$ cat src/rtl/tms_pkg.sv
// Package: shared types and constants for the tone melody sequencer.
`timescale 1ns / 1ps
package tms_pkg;

   localparam int MAX_NOTES  = 16;
   localparam int NOTE_IDX_W = $clog2(MAX_NOTES);
   localparam int NOTE_CNT_W = $clog2(MAX_NOTES + 1);

   localparam logic [NOTE_CNT_W-1:0] MAX_NOTES_CNT = NOTE_CNT_W'(MAX_NOTES);
   localparam logic [15:0]           GAP_MS_RESET  = 16'd18;

   typedef enum logic [1:0] {
      KIND_TICK = 2'd0,
      KIND_LOAD = 2'd1,
      KIND_MUTE = 2'd2
   } kind_type;

   typedef struct packed {
      logic [1:0]  kind;
      logic [15:0] note_freq;
      logic [15:0] note_dur;
      logic        first_note;
      logic        last_note;
      logic        gap_after;
      logic        mute_value;
   } req_type;

   typedef struct packed {
      logic [15:0] tone_freq;
      logic        tone_on;
      logic        is_playing;
      logic        is_muted;
   } rsp_type;

endpackage

$ cat src/rtl/tone_melody_sequencer.sv
// Top level: buzzer melody sequencer with note store, tick timing and mute.
// Each response is registered; a stalled output sends it to the skid entry.
// Throughput: one request per cycle unless stalled; one register pass each.
// A two-entry response buffer; req_stall rises only when both entries are full.
// Reset (synchronous, active high) empties the melody, stops play, unmutes and
// sets gap_ms to 18; note store contents are left as they are.
`timescale 1ns / 1ps
module tone_melody_sequencer (
   input  logic            clock,
   input  logic            reset,
   input  logic            req_valid,
   output logic            req_stall,
   input  tms_pkg::req_type req_data,
   output logic            rsp_valid,
   input  logic            rsp_stall,
   output tms_pkg::rsp_type rsp_data,
   input  logic            csr_valid,
   output logic            csr_ready,
   input  logic [15:0]     csr_data
);
   import tms_pkg::*;

   logic [15:0]           freq_store_ff [MAX_NOTES];
   logic [15:0]           dur_store_ff  [MAX_NOTES];
   logic [NOTE_CNT_W-1:0] length_ff, length_in;
   logic [NOTE_CNT_W-1:0] position_ff, position_in;
   logic [15:0]           remaining_ff, remaining_in;
   logic                  playing_ff, playing_in;
   logic                  muted_ff, muted_in;
   logic [15:0]           cur_freq_ff, cur_freq_in;
   logic [15:0]           gap_ms_ff;

   logic                  rsp_valid_ff, skid_valid_ff;
   rsp_type               rsp_data_ff, skid_data_ff, result;

   logic                  accept, out_take;
   logic                  wr_note, wr_gap;
   logic [NOTE_IDX_W-1:0] note_idx, gap_idx, read_idx;
   logic [NOTE_CNT_W-1:0] len_a, len_b, pos_next;

   assign csr_ready = 1'b1;
   assign req_stall = skid_valid_ff;
   assign accept    = req_valid && !skid_valid_ff;
   assign out_take  = rsp_valid_ff && !rsp_stall;
   assign rsp_valid = rsp_valid_ff;
   assign rsp_data  = rsp_data_ff;

   always_comb begin
      length_in    = length_ff;
      position_in  = position_ff;
      remaining_in = remaining_ff;
      playing_in   = playing_ff;
      muted_in     = muted_ff;
      cur_freq_in  = cur_freq_ff;
      wr_note      = 1'b0;
      wr_gap       = 1'b0;
      len_a        = req_data.first_note ? '0 : length_ff;
      len_b        = len_a + NOTE_CNT_W'(len_a < MAX_NOTES_CNT);
      note_idx     = len_a[NOTE_IDX_W-1:0];
      gap_idx      = len_b[NOTE_IDX_W-1:0];
      pos_next     = position_ff + NOTE_CNT_W'(1);
      read_idx     = pos_next[NOTE_IDX_W-1:0];
      case (req_data.kind)
         KIND_TICK: begin
            if (playing_ff) begin
               if (remaining_ff <= 16'd1) begin
                  position_in = pos_next;
                  if (pos_next >= length_ff) begin
                     playing_in  = 1'b0;
                     cur_freq_in = '0;
                  end else begin
                     cur_freq_in  = freq_store_ff[read_idx];
                     remaining_in = dur_store_ff[read_idx];
                  end
               end else begin
                  remaining_in = remaining_ff - 16'd1;
               end
            end
         end
         KIND_LOAD: begin
            if (!muted_ff) begin
               if (req_data.first_note) begin
                  playing_in  = 1'b0;
                  cur_freq_in = '0;
               end
               wr_note   = len_a < MAX_NOTES_CNT;
               wr_gap    = req_data.gap_after && !req_data.last_note
                           && (len_b < MAX_NOTES_CNT);
               length_in = len_b + NOTE_CNT_W'(wr_gap);
               if (req_data.last_note) begin
                  position_in = '0;
                  playing_in  = 1'b1;
                  if (len_a == '0) begin
                     cur_freq_in  = req_data.note_freq;
                     remaining_in = req_data.note_dur;
                  end else begin
                     cur_freq_in  = freq_store_ff[0];
                     remaining_in = dur_store_ff[0];
                  end
               end
            end
         end
         KIND_MUTE: begin
            if (req_data.mute_value != muted_ff) begin
               muted_in = req_data.mute_value;
               if (req_data.mute_value) begin
                  playing_in  = 1'b0;
                  length_in   = '0;
                  cur_freq_in = '0;
               end
            end
         end
         default: begin
         end
      endcase
      result.tone_freq  = cur_freq_in;
      result.tone_on    = cur_freq_in != '0;
      result.is_playing = playing_in;
      result.is_muted   = muted_in;
   end

   always_ff @(posedge clock) begin
      for (int i = 0; i < MAX_NOTES; i++) begin
         if (accept && wr_note && note_idx == NOTE_IDX_W'(i)) begin
            freq_store_ff[i] <= req_data.note_freq;
            dur_store_ff[i]  <= req_data.note_dur;
         end
         if (accept && wr_gap && gap_idx == NOTE_IDX_W'(i)) begin
            freq_store_ff[i] <= '0;
            dur_store_ff[i]  <= gap_ms_ff;
         end
      end
   end

   always_ff @(posedge clock) begin
      if (reset) begin
         length_ff    <= '0;
         position_ff  <= '0;
         remaining_ff <= '0;
         playing_ff   <= 1'b0;
         muted_ff     <= 1'b0;
         cur_freq_ff  <= '0;
         gap_ms_ff    <= GAP_MS_RESET;
      end else begin
         if (accept) begin
            length_ff    <= length_in;
            position_ff  <= position_in;
            remaining_ff <= remaining_in;
            playing_ff   <= playing_in;
            muted_ff     <= muted_in;
            cur_freq_ff  <= cur_freq_in;
         end
         if (csr_valid && csr_ready) begin
            gap_ms_ff <= csr_data;
         end
      end
   end

   always_ff @(posedge clock) begin
      if (reset) begin
         rsp_valid_ff  <= 1'b0;
         skid_valid_ff <= 1'b0;
      end else if (skid_valid_ff) begin
         if (out_take) begin
            rsp_data_ff   <= skid_data_ff;
            skid_valid_ff <= 1'b0;
         end
      end else if (accept) begin
         if (!rsp_valid_ff || out_take) begin
            rsp_data_ff  <= result;
            rsp_valid_ff <= 1'b1;
         end else begin
            skid_data_ff  <= result;
            skid_valid_ff <= 1'b1;
         end
      end else if (out_take) begin
         rsp_valid_ff <= 1'b0;
      end
   end

endmodule

$ cat config.mk
export PLATFORM = sky130hd
export DESIGN_NAME = tone_melody_sequencer
export DESIGN_NICKNAME = d
export VERILOG_FILES = /design/src/rtl/tms_pkg.sv /design/src/rtl/tone_melody_sequencer.sv
export SDC_FILE = /design/constraint.sdc
export NUM_CORES = 1
export LEC_CHECK = 0
export ABC_AREA = 1
export BUFFER_PORTS_ARGS = -buffer_cell sky130_fd_sc_hd__buf_4
export CAP_MARGIN = 0
export CORE_MARGIN = 2
export CORE_UTILIZATION = 55
export DETAILED_ROUTE_END_ITERATION = 6
export PLACE_DENSITY = 0.72
export SLEW_MARGIN = 30
export SYNTH_ARGS = -nofsm -noshare
export SYNTH_HDL_FRONTEND = slang
export SYNTH_SLANG_ARGS = --single-unit
$ cat constraint.sdc
create_clock -name clock -period 11.1 [get_ports clock]
set_input_delay 1.11 -clock clock [delete_from_list [all_inputs] [get_ports clock]]
set_output_delay 1.11 -clock clock [all_outputs]
set_load 0.02 [all_outputs]
Yosys cells after proc, flatten, opt, wreduce, memory -nomap -nowiden
Memories as Yosys holds them, arrays and structs flattened.
Index checks and enable logic that the tools add are counted.
{ "word_totals": {"output_inout_bits": 22, "word_cells": 424, "n_memories": 2, "mem_bits_rw": 512, "in_bits": 59, "reg_bits": 100} }
{ "classes": {"n_reduce_logical": 87, "n_mux": 233, "eq_ne": 42, "magnitude_cmp": 4, "addsub": 4, "bitwise": 35} }
{ "memory_table": {"columns": ["memory", "depth", "width", "rd", "rd_clocked_by_memory_dff", "wr", "line", "source"], "rows": [
  ["dur_store_ff", 16, 16, 2, 0, 2, "tone_melody_sequencer.sv:24", "logic [15:0] dur_store_ff [MAX_NOTES];"],
  ["freq_store_ff", 16, 16, 2, 0, 2, "tone_melody_sequencer.sv:23", "logic [15:0] freq_store_ff [MAX_NOTES];"]
]} }
{ "ops": {"columns": ["op", "n"], "rows": [
  ["$mux 16", 75],
  ["$reduce_or 16->1", 28],
  ["$mux 1", 113],
  ["$mux 4", 28],
  ["$mux 19", 4],
  ["$eq 4x4->1 const B", 16],
  ["$pmux 16 s3", 1],
  ["$mux 5", 8],
  ["$logic_and 1x1->1", 38],
  ["$eq 4x3->1 const B", 8],
  ["$or 1x1->1", 32],
  ["$pmux 16 s2", 1],
  ["$pmux 5 s2", 2],
  ["$eq 4x2->1 const B", 4],
  ["$le 16x1->1 const B", 1],
  ["$reduce_bool 16->1", 1],
  ["$sub 16x1->16 const B", 1],
  ["$ne 2x2->1 const B", 6],
  ["$reduce_and 6->1", 2],
  ["$add 5x1->5", 2],
  ["$lt 5x5->1 const B", 2],
  ["$reduce_bool 2->1", 5],
  ["$eq 4x1->1 const B", 2],
  ["$logic_not 4->1", 2],
  ["other kinds (16)", 23]
]} }

Logic depth before layout (Yosys ltp)
{ "depth": {"word_depth": 20, "mapped_depth": 26, "ltp_nobuf": 22} }

Worst setup path before layout
OpenSTA, ideal clock, no wires.
{ "synth_path": {"path_type": "input to register", "startpoint": "input req_data[3] (netlist bit)", "endpoint": "memory dur_store_ff[1][0], enable pin", "t_required_ps": 10667, "path_slack_ps": 6184, "n_path_buf": 2, "arrival_time_ps": 4483, "setup_time_ps": 433, "stages": 14, "cell_sequence": "buf_6 -> inv_2 -> nand2_1 -> buf_2 -> ha_1 -> ha_1 -> nand2_1 -> xor2_2 -> nand3_2 -> nor2_8 -> inv_4 -> nor3_4 -> inv_4 -> o22ai_1"} }
{ "synth_lines": {"columns": ["element", "line", "source"], "rows": [
  ["from (decl)", "tone_melody_sequencer.sv:13", "input tms_pkg::req_type req_data,"],
  ["to (decl)", "tone_melody_sequencer.sv:24", null]
]} }

==> results_dict.tcl <==
set metrics [dict create \
    outcome "finished, violations left" \
    violations "DRC" \
    cts_root_buffer "clkbuf_16" \
    cp-start-kind "input port" \
    cts.htree.levels 3 \
    critPathKind "input port to register" \
    syn_to_final_growth_pct 10.6 \
    start_util 0.554 \
    drt_wl_total_um 95400 \
    antenna_found_initial 0 \
    top_usage_layer "met2" \
    syn_avg_cell_area_um2 8.93 \
    path_max_fanout 36 \
    worstMarginPinSlew_ps 970 \
    critPathTopFamily "simple AND/OR/NAND/NOR gates" \
    cp.required_ps 11330 \
    grt_pass1_wl_um 142000 \
    crit_arrival_ps 5180 \
    fin_setup_tns_ps 0 \
    finalHoldViolCount 0 \
    gp_congestion 0.923 \
    timing.final.crit_share 0.446 \
    cts_buffer_depth 3 \
    cellPowerDensity_mw_per_mm2 163 \
    fp-row-count 86 \
    num-fill-cells 4584 \
    p_leak_nw 12.4 \
    syn-num-nets 3476 \
    die_w_um 239 \
    final_cells 4090 \
    die_area_mm2 0.0572 \
    grt_util_met1 0.423 \
    num_vias 25200 \
    slew_headroom 0.353 \
    pin_count 81 \
    drt_iter0_drc 3285 \
    crit_chain "buf_4, nor2_2, inv_2, nor2_1, inv_2, nor2_1, nand2_1, clkinv_1, nand3_2, nand2_1" \
    fmax_mhz 202 \
    cts_sinks 612 \
    peakVddDrop_mv 0.121 \
    drive_above_1_share 0.0889 \
    grt_pass1_vias 23900 \
    clk_latency_ps 620 \
    drt_pass1_iterations 7 \
    cts_tree "done" \
    slew_violations 0 \
    yosys.area.top_type_share 0.528 \
    finalNetCount 3403 \
    synth_area_leaders "edfxtp_1, nand2_1, o21ai_0" \
    gr-total-overflow 0 \
    crit_buf_inv 4 \
    grt_max_degree 94 \
    hold_class "register to register" \
    drc 29 \
    yosys_warnings 0 \
    synth_edf_count 534 \
    period_needed_ps 4950 \
    ys_seq_elements 612 \
    grt_use_met2 0.528 \
    hold_buffers 0 \
    skew_ps 16.5 \
    syn_inst 3405 \
    ys.flop_type "edfxtp_1" \
    cts_setup_buffers 0 \
    synth_commonest_cells "nand2_1, edfxtp_1, o21ai_0, nor2_1, nand3_1" \
    track_usage 0.334 \
    met3_usage 0.0573 \
    critPathCaptureType "register" \
    die_y_um 239 \
    synth.distinct_cells 43 \
    setup_viol 0 \
    synthArstFlopShare 0 \
    coreArea_mm2 0.0549 \
    netlist_area_mm2 0.0304 \
    routedWlPerCell_um 23.3 \
    hpwl_um 58700 \
    viasPerCell 6.17 \
    yosys.cell_count.top_type "nand2_1" \
    maxCapViolations 0 \
    slowest_delay_ps 790 \
    rsz0062_at_grt "false" \
    numCtsBuffers 67 \
    crit_slowest_cell "nand2_1" \
    dp.cells 3967 \
    ant_nets 0 \
    yosys.area.top_type "edfxtp_1" \
    clk_pin_slew_ps 60 \
    yosysSeqAreaShare 0.579 \
    cts_resized 0 \
    io_buffer_count 79 \
]
## final cells by class
cell class | instances | area [um2] | share of cell area
Antenna cell | 1 | 2.50 | 0.0000744
Clock buffer | 87 | 1890 | 0.0561
Clock inverter | 35 | 462 | 0.0137
Inverter | 196 | 748 | 0.0223
Multi-Input combinational cell | 2327 | 11000 | 0.327
Sequential cell | 612 | 17600 | 0.524
Tap cell | 704 | 881 | 0.0262
Timing Repair Buffer | 128 | 1040 | 0.0308
## power breakdown
group | internal (mW) | switching [mW]
Sequential | 2.53 | 0.0302
Clock | 1.46 | 0.936
Combinational | 0.152 | 0.364
Total | 4.14 | 1.33
## placed cells by master (no fill, tap or decap), types with 3 or more instances in the layout
cell,n
bufinv_16,11
nor3_1,6
clkinvlp_4,6
clkbuf_16,71
dfxtp_1,77
inv_1,176
o21ai_1,5
o22ai_1,16
nand3_1,307
clkinv_1,9
xnor2_1,3
o211ai_1,21
nand4_1,28
ha_1,11
inv_2,13
buf_4,122
inv_4,3
nor2_4,12
edfxtp_1,534
o21ai_4,7
a31oi_1,16
nand2_1,754
o21ai_0,484
nand2_2,4
clkinv_2,11
nor2_2,5
a22oi_1,4
o311ai_0,3
nor2_1,442
buf_16,3
o221ai_1,35
clkbuf_8,5
a21oi_1,124
clkbuf_1,11
a211oi_1,3
o22ai_4,8
xor2_1,6
## cell families after synthesis
group | share of synthesized area
xor+xnor | 0.00395
buf+inv | 0.0675
other cells | 0.000123
simple gates | 0.215
fa+ha+maj | 0.00494
compound gates | 0.130
flops | 0.579
## layer usage
| layer | vias up | wire length, um |
|---|---|---|
| li1 | 11500 | - |
| met1 | 11900 | 35000 |
| met2 | 1424 | 44300 |
| met3 | 338 | 8770 |
| met4 | 0 | 7300 |
| met5 | - | 0 |
## state kept, by name, summed over array words and instances (netlist names), 16 cells and up
name           cells
freq_store_ff    256
skid_data_ff      19
rsp_data          19
dur_store_ff     256
cur_freq_ff       16
gap_ms_ff         16
remaining_ff      16
## final timing paths
| kind | depth (start not counted) | end | from | slack, ps |
|---|---|---|---|---|
| hold reg to reg | 2 | freq_store_ff[8][10] | freq_store_ff[8][10] | 470 |
| setup reg to reg | 12 | dur_store_ff[8][0] | req_stall | 6350 |
| setup / recovery | 10 | dur_store_ff[8][0] | req_data[37] | 6150 |
| hold / removal | 2 | freq_store_ff[8][10] | freq_store_ff[8][10] | 470 |
## worst min-delay path, cell delays in order, from the launching register on
cell	delay, ps
dfxtp_1	310
nand2_1	60
a21oi_1	50
## through the flow
stage                util  hold WS, ps  area (um2)  setup slack (ps)  power (mW)
CTS                 0.612          468       33600              6250        5.46
floorplan               -          440       30400              6180        2.94
global route        0.613          489       33600              5880        5.61
finish              0.613          466       33600              6150        5.47
detailed placement  0.569          459       31200              5640        3.11
global placement    0.568          453       31100              5800        3.09
Power figures use the tool's default switching activity.
